--- src/hw/rtl/rgvc_pkg.sv ---
`default_nettype none
// ----------------------------------------------------------------------------
// rgvc_pkg: shared types and constants of the region grow voxel criterion
// field widths, word layouts, reason and function codes, register indexes
// ----------------------------------------------------------------------------
package rgvc_pkg;

	localparam int COORD_W     = 10;
	localparam int VALUE_W     = 16;
	localparam int SPACING_W   = 16;
	localparam int RADIUS_W    = 56;
	localparam int PROD_W      = COORD_W + SPACING_W;
	localparam int SQ_W        = 2 * PROD_W;
	localparam int SEED_TOT_W  = 5;
	localparam int CFG_IDX_W   = 3;
	localparam int CFG_DATA_W  = RADIUS_W;

	typedef enum logic [1:0] {
		FUNC_EVAL   = 2'd0,
		FUNC_APPEND = 2'd1,
		FUNC_CLEAR  = 2'd2
	} func_t;

	typedef enum logic [2:0] {
		RSN_ACCEPTED     = 3'd0,
		RSN_OUT_OF_RANGE = 3'd1,
		RSN_NO_OVERWRITE = 3'd2,
		RSN_OUTSIDE_ROI  = 3'd3,
		RSN_OUTSIDE_RAD  = 3'd4,
		RSN_SEED_DONE    = 3'd5,
		RSN_TABLE_FULL   = 3'd6
	} reason_t;

	typedef enum logic [CFG_IDX_W-1:0] {
		CFG_VALUE_MIN     = 3'd0,
		CFG_VALUE_MAX     = 3'd1,
		CFG_OVERWRITE     = 3'd2,
		CFG_RADIUS_ON     = 3'd3,
		CFG_RADIUS_SQ     = 3'd4,
		CFG_SPACING_X     = 3'd5,
		CFG_SPACING_Y     = 3'd6,
		CFG_SPACING_Z     = 3'd7
	} cfg_reg_t;

	typedef enum logic [1:0] {
		ST_IDLE,
		ST_CHECK,
		ST_SCAN,
		ST_EMIT
	} state_t;

	typedef struct packed {
		logic [COORD_W-1:0] x;
		logic [COORD_W-1:0] y;
		logic [COORD_W-1:0] z;
	} coord_t;

	typedef struct packed {
		logic [1:0]                func;
		logic [COORD_W-1:0]        pos_x;
		logic [COORD_W-1:0]        pos_y;
		logic [COORD_W-1:0]        pos_z;
		logic signed [VALUE_W-1:0] voxel_value;
		logic                      roi_ok;
	} item_t;

	typedef struct packed {
		logic                  accept;
		reason_t               reason;
		logic [SEED_TOT_W-1:0] seed_total;
	} result_t;

	// status of the distance pipeline toward the sequencer
	typedef struct packed {
		logic busy;
		logic hit_valid;
		logic hit;
	} dist_stat_t;

	localparam logic signed [VALUE_W-1:0] VALUE_MIN_RST = {1'b1, {(VALUE_W-1){1'b0}}};
	localparam logic signed [VALUE_W-1:0] VALUE_MAX_RST = {1'b0, {(VALUE_W-1){1'b1}}};
	localparam logic [RADIUS_W-1:0]       RADIUS_RST    = {RADIUS_W{1'b1}};
	localparam logic [SPACING_W-1:0]      SPACING_RST   = 16'd256;

endpackage
`default_nettype wire

--- src/hw/rtl/rgvc_seed_mem.sv ---
`default_nettype none
// ----------------------------------------------------------------------------
// rgvc_seed_mem: seed coordinate store
// one write port, one read port with registered data and valid
// ----------------------------------------------------------------------------
module rgvc_seed_mem #(
	parameter int DEPTH  = 16,
	parameter int ADDR_W = 4
) (
	input  wire logic                clk,
	input  wire logic                arst_n,
	input  wire logic                wr_en,
	input  wire logic [ADDR_W-1:0]   wr_addr,
	input  wire rgvc_pkg::coord_t    wr_data,
	input  wire logic                rd_en,
	input  wire logic [ADDR_W-1:0]   rd_addr,
	output rgvc_pkg::coord_t         rd_data,
	output logic                     rd_valid
);

	rgvc_pkg::coord_t mem [DEPTH];
	rgvc_pkg::coord_t rd_data_q;
	logic             rd_valid_q;

	always_ff @(posedge clk) begin
		if (wr_en) begin
			mem[wr_addr] <= wr_data;
		end
		if (rd_en) begin
			rd_data_q <= mem[rd_addr];
		end
	end

	always_ff @(posedge clk or negedge arst_n) begin
		if (!arst_n) begin
			rd_valid_q <= 1'b0;
		end else begin
			rd_valid_q <= rd_en;
		end
	end

	assign rd_data  = rd_data_q;
	assign rd_valid = rd_valid_q;

endmodule
`default_nettype wire

--- config.mk ---
export PLATFORM = sky130hd
export DESIGN_NAME = rgvc_seed_mem
export DESIGN_NICKNAME = d
export VERILOG_FILES = /design/src/hw/rtl/rgvc_pkg.sv /design/src/hw/rtl/rgvc_seed_mem.sv
export SDC_FILE = /design/constraint.sdc
export NUM_CORES = 1
export LEC_CHECK = 0
export BUFFER_PORTS_ARGS = -buffer_cell sky130_fd_sc_hd__buf_2
export CORE_ASPECT_RATIO = 1.1
export CORE_MARGIN = 1.5
export CORE_UTILIZATION = 36
export CTS_CLUSTER_DIAMETER = 100
export DETAILED_ROUTE_END_ITERATION = 7
export SLEW_MARGIN = 0
export SYNTH_ARGS = -nofsm -noshare
export SYNTH_HDL_FRONTEND = slang
export SYNTH_SLANG_ARGS = --single-unit
--- constraint.sdc ---
create_clock -name clk -period 3.24 [get_ports clk]
set_input_delay 0.324 -clock clk [delete_from_list [all_inputs] [get_ports clk]]
set_output_delay 0.324 -clock clk [all_outputs]
set_load 0.01 [all_outputs]
---- Word-level counts from Yosys, hierarchy flattened ----
Memories as Yosys holds them, arrays and structs flattened. A register that Yosys moved wholly into a read port is not among the register bits.
Index checks and enable logic that the tools add are counted.
operators by class
  muxes and demuxes ....................... 2
operators by type and width
  kind     count
  $mux W1  2
word-level totals
  bits in registers ....................... 1
  bits in writable memories ............... 480
  input bits .............................. 42
  output and inout bits ................... 31
  word-level logic and storage cells ...... 4
  memories ................................ 1
memory list
  name  depth  width  read ports  clocked after Yosys merged registers in  write ports  RTL line             RTL
  mem   16     30     1           1                                        1            rgvc_seed_mem.sv:21  rgvc_pkg::coord_t mem [DEPTH];

---- Logic depth before layout (Yosys ltp) ----
Gate-level depths: netlist (run 1).
  word-level depth ........................ 2
  gate-level depth with buffers ........... 5
  gate-level depth less buffers ........... 3

---- Worst setup path after synthesis (run 1) ----
Ideal clock, no wire load.
  path type ............................... input to register
  start point ............................. input port wr_addr[2]
  end point ............................... memory mem[0][0] (netlist name) (enable)
  library setup time ...................... 455 ps
  arrival time ............................ 2,908 ps
  required time ........................... 2,785 ps
  slack ................................... -123 ps
  stages .................................. 2
  path buffers ............................ 0
  cell sequence ........................... or3b_2 > nor3_1
RTL lines
  what         RTL line             RTL
  from (decl)  rgvc_seed_mem.sv:13  input wire logic [ADDR_W-1:0] wr_addr,
  to (decl)    rgvc_seed_mem.sv:21
No word-level cell before the write port.

---- Final worst setup path (run 1) ----
  start point ............................. input port wr_addr[2]
  end point ............................... memory mem[1][21] (netlist name) (enable)
No word-level cell before the write port.

==> out/results.tsv, run 1 <==
metric	value	unit
CTS tree	built	
DP HPWL	23180	microns
fmax	613.0	MHz
synthesized area	0.01926	sq mm
Pwr Total	13.77	mW
flops & latches, synth	511	
PD cells	618.2	mW/mm^2
Die Y	245.6	microns
initial antenna violation count	6	
layout cells sized above 1	28.56	%
num rows	88	
slowest CP cell	or3b_2	
Worst setup endpoint	mem[1][21]	
unrepaired setup endpoints after global routing	no	
P&R area growth vs syn	15.57	%
period utilization	50.35	%
Reg power frac	54.4	%
Crit Path Class	in2reg	
Port Buf Inserts	72	
number of remaining DRC errors	0	
switching pwr	2.854	mW
Skew-Pair Late Insertion Delay	590	ps
gpl congestion	0.6933	
WP depth	4	
DRT antenna net count	0	
overall routed net length	41520	microns
Startpoint Class	primary input	
Hold Path Class	in2async	
htree depth	2	
synthesized instance count	786	
register area share after synthesis	79.63	%
Final Hold Violating Endpoints	0	
VDD IR-drop max	332.8	uV
wire length per cell	25.50	microns
core area	0.05263	sq mm
Crit. End Element	flop	
status	finished, final reports clean	
die footprint	0.05491	sq mm
# setup viols final	0	
Fill cells	4507	
die width	223.6	microns
sw frac	20.73	%
1st-pass router iterations	5	
Avg Inst Size Synth	24.51	sq um
max cap viols	0	
Comb pwr share	4.8	%
CP cell instances	buf_2 > or3b_2 > nor2_4 > buf_4	
total number of vias	8627	
DRT iter0 DRCs	858	
Largest stage delay, worst path	630	ps
total CTS buffers	50	
worst r2r src	mem[3][28]	
Post-DP Area	0.02067	sq mm
r2r setup slk	1740	ps
static leakage	7.233	nW
CP required	3490	ps
Reg-to-Reg End	rd_data[28]	
Sink Count	511	
Overall Global Routing Usage	15.41	%
Storage cell area	0.01534	sq mm
clock-pin slew on the worst setup and hold paths	60	ps
Clock Skews	12.61	ps
final instance area	0.02227	sq mm
clock root cell	clkbuf_16	
Worst path top cell family by delay	simple AND/OR/NAND/NOR gates	
DR vias/cell	5.299	
initial core utilization	36.60	%
reg2reg path depth	3	
Final Slew Violations	0	
Tmin final	1631	ps
total gr overflow	0	
worst rel slew slack	38.04	%
synth unique cells	19	
Multi-input gate area	0.003741	sq mm
synthesized net count	828	
vias in the first global route	9066	
Worst Setup SP	wr_addr[2]	
first-pass GRT wire length	61220	microns
buffer and inverter count on the worst path	2	
crit path max fanout	20	
post-CTS setup buffer count	0	
Int Pwr	10.91	mW
clock power share	40.8	%
CTS max path bufs	3	
largest net degree at the start of global routing	47	
crit path DAT	1880	ps
Layout Nets	952	
Worst Tran Pin Value	929.4	ps
Setup TNS Final	0	ps
Ports	73	
Synth warnings	0	
metal layers:
metal / track usage [%] / vias to the layer above / wire length, microns
met3: 2.581 / 62 / 2020
li1: - / 3687 / -
met2: 25.44 / 216 / 20480
met5: 0 / - / 23
met4: 4.988 / 4 / 952
met1: 20.89 / 4658 / 18040
cells in the mapped netlist:
| cell type | n | area [sq um] |
|---|---|---|
| a22oi_1 | 60 | 450.4 |
| and2_1 | 1 | 6.260 |
| buf_1 | 3 | 11.26 |
| buf_12 | 10 | 200.2 |
| buf_2 | 9 | 45.04 |
| buf_6 | 1 | 11.26 |
| clkbuf_1 | 15 | 56.30 |
| dfrtp_1 | 1 | 25.02 |
| edfxtp_1 | 510 | 15310 |
| mux4_1 | 54 | 1419 |
| mux4_2 | 66 | 1486 |
| nand2_1 | 31 | 116.4 |
| nand2b_1 | 2 | 12.51 |
| nand3_1 | 1 | 5.000 |
| nand3b_1 | 2 | 15.01 |
| nor2_1 | 13 | 48.80 |
| nor2b_1 | 2 | 12.51 |
| nor3_1 | 4 | 20.02 |
| or3b_2 | 1 | 8.760 |
state kept, by name (all words and copies together) (netlist names):
| name | count |
|---|---|
| mem | 480 |
| rd_data | 30 |
| rd_valid | 1 |
power groups by stage:
stage	combinational (mW)	sequential [mW]	clock [mW]
final	0.659	7.48	5.62
after global routing	0.713	7.49	5.98
after CTS	0.676	7.49	5.74
after detailed placement	0.674	7.63	0
after global placement	0.660	7.62	0
after floorplan	0.360	7.63	0
per-stage QoR:
stage          hold WS [ps]  std cells  setup slack (ps)  utilization (%)
6_report              43.14       1628              1609            42.30
5_1_grt               38.08       1625              1532            42.29
4_1_cts               8.784       1624              1608            42.29
3_5_place_dp          99.82       1532              1008            39.28
3_3_place_gp          100.2       1532              1013            39.28
2_1_floorplan         28.41        786             177.3                -
worst min-delay path by stage:
stage	startpoint	endpoint	slack, ps	cells past startpoint
floorplan	arst_n	rd_valid	30	0
global placement	arst_n	rd_valid	100	1
detailed placement	arst_n	rd_valid	100	1
CTS	arst_n	rd_valid	9	2
global route	arst_n	rd_valid	40	2
finish	arst_n	rd_valid	40	2
cell families (layout without fill, tap and decap cells):
logic type	Yosys count	after routing	synth area share [%]
buffers and inverters	38	201	1.682
DFF	511	511	79.63
muxes	120	120	15.08
other	0	4	0
and+or+nand+nor	57	57	1.273
AOI/OAI and AO/OA	60	60	2.338
worst register-to-register path, delay by kind of cell, from the launching register on:
kind | cells | cell delay [ps]
flops | 1 | 370
mux | 1 | 490
compound gates | 1 | 310
simple gates | 1 | 90
what timing repair did:
| item | 4_1_cts | 5_1_grt |
|---|---|---|
| hold buffers | 1 | 0 |
| gates resized for setup | 0 | 0 |
| hold endpoints to repair | 1 | 0 |
final cells by class:
class                   count  share of cell area (%)
flip-flops and latches    511                   68.90
multi-input cells         237                   16.80
clock buffers              60                   5.884
well taps                 675                   3.793
repair buffers            110                   3.400
clock inverters            31                   1.180
diodes                      4                 0.04496
cell usage in the layout (no fill, tap or decap), types with 2 or more instances in the layout:
master,synthesis,routed
clkinv_1,0,7
nand3b_1,2,2
nor3_2,0,3
nand2b_1,2,2
clkinvlp_4,0,2
a22oi_1,60,60
edfxtp_1,510,510
nor2_4,0,13
clkbuf_16,0,51
nor2b_4,0,2
inv_6,0,2
clkbuf_1,15,9
mux4_2,66,66
bufinv_16,0,4
buf_12,10,8
diode_2,0,4
clkinv_2,0,15
nand2_1,31,31
buf_4,0,30
buf_2,9,70
mux4_1,54,54
(Power assumes the default switching activity.)
==> run 2, diff against run 1 <==
- ABC_AREA: default -> 1
- clock period: 3.24 -> 1.6 ns (I/O delays scaled with it)
==> run 2 against run 1 <==
Net effect:
- synthesized cell count rose to 2.5 times the previous value
- clock skew rose by 8.7 ps
- register-to-register slack got worse by 1300 ps
- highest routed layer unchanged
==> out/results.tsv, run 2 <==
metric	value	unit
status	finished, final reports clean	
Worst Tran Pin Value	406.4	ps
Clock Skews	21.26	ps
ANT cells	0	
Hold Path Class	in2reg	
initial antenna violation count	1	
fmax	708.8	MHz
synth unique cells	15	
synthesized net count	2032	
clock root cell	clkbuf_16	
Fill cells	5456	
Area contributors post-synth	edfxtp_1 71%, nand2_1 11%, nand3_1 8.4%	
crit path max fanout	1	
1st-pass router iterations	5	
core area	0.05963	sq mm
Reg power frac	53.4	%
synthesized instance count	1990	
P&R area growth vs syn	17.82	%
worst r2r src	mem[1][2]	
hold buffer count at CTS	32	
overall routed net length	53750	microns
placed cell count	2808	
Int Pwr	22.11	mW
layout cells sized above 1	11.09	%
met3 WL	2492	microns
Worst path top cell family by delay	flip-flops	
Primary FF master, synth	edfxtp_1	
period utilization	88.18	%
CTS tree	built	
Final Hold Violating Endpoints	0	
initial core utilization	36.26	%
CP cell instances	buf_2	
Pwr Total	28.41	mW
Reg-to-Reg End	rd_data[2]	
Port Buf Inserts	72	
r2r setup slk	460	ps
total number of vias	13870	
register area share after synthesis	70.94	%
wire length per cell	18.33	microns
Avg Inst Size Synth	10.87	sq um
wl on met1	22740	microns
register name with the most flops	mem	
VDD IR-drop max	626.7	uV
DRT iter0 DRCs	1105	
Highest Signal Layer	met5	
number of flops mapped to enable cells by yosys	510	
switching pwr	6.296	mW
static leakage	10.67	nW
most frequent cells in the layout	635 x nand2_1, 510 x edfxtp_1, 362 x inv_1, 361 x nand3_1, 70 x buf_2	
share of the synthesized area in the top cell type	70.82	%
# setup viols final	0	
Largest stage delay, worst path	490	ps
gpl congestion	0.7836	
Crit. End Element	output pin	
first-pass GRT wire length	82270	microns
CTS resizes	0	
post-CTS setup buffer count	0	
setup ws final	189.1	ps
reg2reg path depth	6	
sw frac	22.16	%
Synth warnings	0	
clock power share	39.7	%
total gr overflow	0	
clock-pin slew on the worst setup and hold paths	60	ps
most numerous cell in the Yosys netlist	nand2_1	
DRT antenna net count	0	
leading area contributor after synthesis	edfxtp_1	
total CTS buffers	50	
htree depth	2	
max cap viols	0	
Hold Path Stages	4	
CTS max path bufs	3	
DP Worst Slack	156.8	ps
DP HPWL	30320	microns
Startpoint Class	flop	
Comb pwr share	6.9	%
number of remaining DRC errors	0	
Setup TNS Final	0	ps
die footprint	0.06155	sq mm
DR vias/cell	4.730	
vias in the first global route	13550	
largest net degree at the start of global routing	50	
Layout Nets	2167	
Util after Layout	42.73	%
CP required	1440	ps
buffer and inverter count on the worst path	1	
die width	236.7	microns
unrepaired setup endpoints after global routing	no	
Ports	73	
Synth async-reset ratio	0.1957	%
worst rel slew slack	72.90	%
Skew-Pair Late Insertion Delay	590	ps
synth cell count leaders	635 x nand2_1, 510 x edfxtp_1, 364 x inv_1	
most common cell after layout, fill and taps aside	nand2_1	
Sink Count	511	
Die Y	260.1	microns
metal2 WL	27170	microns
Finished Layout Cells	2932	
Crit Path Class	reg2out	
PD cells	1115	mW/mm^2
crit path DAT	1250	ps
Tmin final	1411	ps
Worst Hold Endpoint	rd_data[6]	
Overall Global Routing Usage	17.72	%
flip-flop count of the largest register after layout	480	
flops & latches, synth	511	
slowest CP cell	edfxtp_1	
min-delay src	rd_addr[3]	
synthesized area	0.02162	sq mm
Final Slew Violations	0	
num rows	94	
-- run 2: power by group through the flow --
stage / Combinational [mW] / Sequential (mW) / Clock (mW)
after floorplan: 1.02 / 15.5 / 0
after global placement: 1.88 / 15.4 / 0
after detailed placement: 1.90 / 15.5 / 0
after CTS: 1.98 / 15.2 / 11.5
after global routing: 2.18 / 15.2 / 12.0
final: 1.96 / 15.2 / 11.3
-- run 2: cells by family (layout without fill, tap and decap cells) --
kind of cell,after synthesis,count (layout),share of synthesized area (%)
simple gates,1015,1015,19.74
flops,511,511,70.94
buf+inv,464,638,9.321
-- run 2: worst max-delay path by stage --
stage                    start         end  slack (ps)  cells after the start
CTS                 rd_data[3]  rd_data[3]         150                      1
global route        rd_data[3]  rd_data[3]         160                      1
global placement    rd_addr[0]  rd_data[0]         160                      8
finish              rd_data[7]  rd_data[7]         190                      1
detailed placement  rd_addr[0]  rd_data[0]         160                      8
floorplan           wr_addr[2]  mem[10][0]        -470                      2
-- run 2: area by class of cell --
type	instances	area, sq um	area share (%)
flip-flops and latches	511	15340	60.21
inverters	366	1381	5.422
clock inverters	33	279.0	1.095
clock buffers	58	1281	5.029
repair buffers	181	1846	7.244
multi-input cells	1015	4389	17.23
well taps	768	960.9	3.772
-- run 2: worst register-to-register path, cell delays in order, from the launching register on --
cell and delay (ps):
edfxtp_1 380, inv_1 60, nand2_1 50, nand3_1 80
nand3_1 130, nand3_1 120, nand2_1 80
-- run 2: metal layers --
layer	vias to the layer above	GRT usage (%)
li1	6720	-
met1	6729	22.56
met2	329	31.14
met3	87	2.441
met4	2	5.805
met5	-	0
-- run 2: per-stage QoR --
step	hold slack (ps)	area, sq um
2_1_floorplan	-135.6	21640
4_1_cts	2.494	25470
6_report	237.8	25480
5_1_grt	245.9	25480
3_3_place_gp	-65.96	23590
3_5_place_dp	-63.66	23590
==> run 3, diff against run 2 <==
--- a/config.mk
+++ b/config.mk
@@ -13,4 +13,5 @@
 export CTS_CLUSTER_DIAMETER = 100
 export DETAILED_ROUTE_END_ITERATION = 7
+export RECOVER_POWER = 50
 export SLEW_MARGIN = 0
 export SYNTH_ARGS = -nofsm -noshare
==> constraint.sdc (replaced) <==
create_clock -name clk -period 1.6 [get_ports clk]
set_input_delay 0.16 -clock clk [delete_from_list [all_inputs] [get_ports clk]]
set_output_delay 0.16 -clock clk [all_outputs]
set_load 0.02 [all_outputs]
==> run 3 against run 2 <==
Net effect:
- highest routed layer unchanged
- clock skew is essentially flat
- flip-flop and latch count is the same
- critical endpoint unchanged
- worst hold slack gained 3.3 ps
- combinational power is essentially flat
==> out/results.tsv, run 3 (same netlist as run 2, synthesis figures left out) <==
metric	value	unit
status	finished, final reports clean	
CTS resizes	0	
wire length per cell	18.33	microns
fmax	697.8	MHz
CP required	1440	ps
met2 Track Usage GR	31.14	%
Most Used Layer, Global Route	met2	
Skew-Pair Late Insertion Delay	590	ps
DRT antenna net count	0	
Ports	73	
Layout Nets	2167	
CTS max path bufs	3	
DR vias/cell	4.736	
initial core utilization	36.26	%
max cap viols	0	
Multi-input gate area	0.004359	sq mm
ANT cells	0	
total CTS buffers	50	
1st-pass router iterations	5	
overall routed net length	53760	microns
Port Buf Inserts	72	
crit path max fanout	1	
htree depth	2	
P&R area growth vs syn	17.20	%
Fill cells	5494	
crit path DAT	1270	ps
first-pass GRT wire length	82270	microns
Hold Worst Slack	241.0	ps
buffer and inverter count on the worst path	1	
initial antenna violation count	1	
hold buffer count at CTS	32	
clock root cell	clkbuf_16	
Worst path top cell family by delay	flip-flops	
die width	236.7	microns
Sink Count	511	
register name with the most flops	mem	
CTS tree	built	
most common cell after layout, fill and taps aside	nand2_1	
slowest CP cell	edfxtp_1	
total gr overflow	0	
Die Y	260.1	microns
unrepaired setup endpoints after global routing	no	
DP Worst Slack	156.8	ps
Tmin final	1433	ps
DRT iter0 DRCs	1144	
layout cells sized above 1	9.196	%
Crit Path Class	reg2out	
total number of vias	13890	
CP cell instances	buf_2	
die footprint	0.06155	sq mm
most frequent cells in the layout	635 x nand2_1, 510 x edfxtp_1, 362 x inv_1, 361 x nand3_1, 50 x clkbuf_16	
Crit. End Element	output pin	
met1 GRT Util	22.56	%
core area	0.05963	sq mm
Worst Tran Pin Value	1060	ps
# setup viols final	0	
num rows	94	
Hold Path Class	in2reg	
met3 global-route usage	2.441	%
vias in the first global route	13550	
setup ws final	166.9	ps
Storage cell area	0.01534	sq mm
gpl congestion	0.7836	
period utilization	89.57	%
flip-flop count of the largest register after layout	480	
Final Slew Violations	0	
number of remaining DRC errors	0	
worst rel slew slack	29.33	%
Startpoint Class	flop	
Final Hold Violating Endpoints	0	
Clock Skews	21.52	ps
static leakage	10.56	nW
post-CTS setup buffer count	0	
Overall Global Routing Usage	17.72	%
Largest stage delay, worst path	490	ps
VDD IR-drop max	627.6	uV
PD cells	1122	mW/mm^2
DP HPWL	30320	microns
clock-pin slew on the worst setup and hold paths	60	ps
largest net degree at the start of global routing	50	
==> run 3: cell types whose count changed in the layout (fill, tap and decap cells not counted), sizes merged <==
cell          previous run  this run
clkbuf                  58        96
buf                    148       109
dlymetal6s2s             0         1
==> run 3: stage by stage <==
step                total power [mW]  setup TNS (ps)  util, %  area (sq um)  instances
floorplan                      16.53         -139710        -         21640       1990
global placement               17.38               0    39.55         23590       2808
detailed placement             17.41               0    39.55         23590       2808
CTS                            28.69               0    42.71         25470       2931
global route                   29.38               0    42.50         25340       2932
finish                         28.43               0    42.50         25340       2932
==> run 3: layout make-up <==
type                    count  share of cell area (%)
clock buffers              58                   5.055
clock inverters            33                   1.101
inverters                 366                   5.450
multi-input cells        1015                   17.20
flip-flops and latches    511                   60.53
well taps                 768                   3.791
repair buffers            181                   6.877
==> run 3: path summary, 6_finish.rpt <==
kind / from / endpoint / slack, ps / cells past startpoint
worst max-delay path: rd_data[7] / rd_data[7] / 170 / 1
worst min-delay path: rd_addr[3] / rd_data[6] / 240 / 4
worst max register to register: mem[1][2] / rd_data[2] / 450 / 6
worst min register to register: mem[10][9] / rd_data[9] / 730 / 6
max in group asynchronous: arst_n / rd_valid / 1100 / 3
min in group asynchronous: arst_n / rd_valid / 400 / 3
==> run 3: metal layers <==
metal / vias to the layer above / wire length, microns
met1: 6741 / 22710
met4: 2 / 1236
met3: 84 / 2510
li1: 6720 / -
met2: 338 / 27290
met5: - / 10
==> run 3: power by group <==
part | internal (mW) | switching, mW | leakage, nW | total (mW)
Combinational | 0.635 | 1.35 | 5.15 | 1.98
Sequential | 15.1 | 0.0906 | 4.64 | 15.2
Clock | 6.38 | 4.89 | 0.765 | 11.3
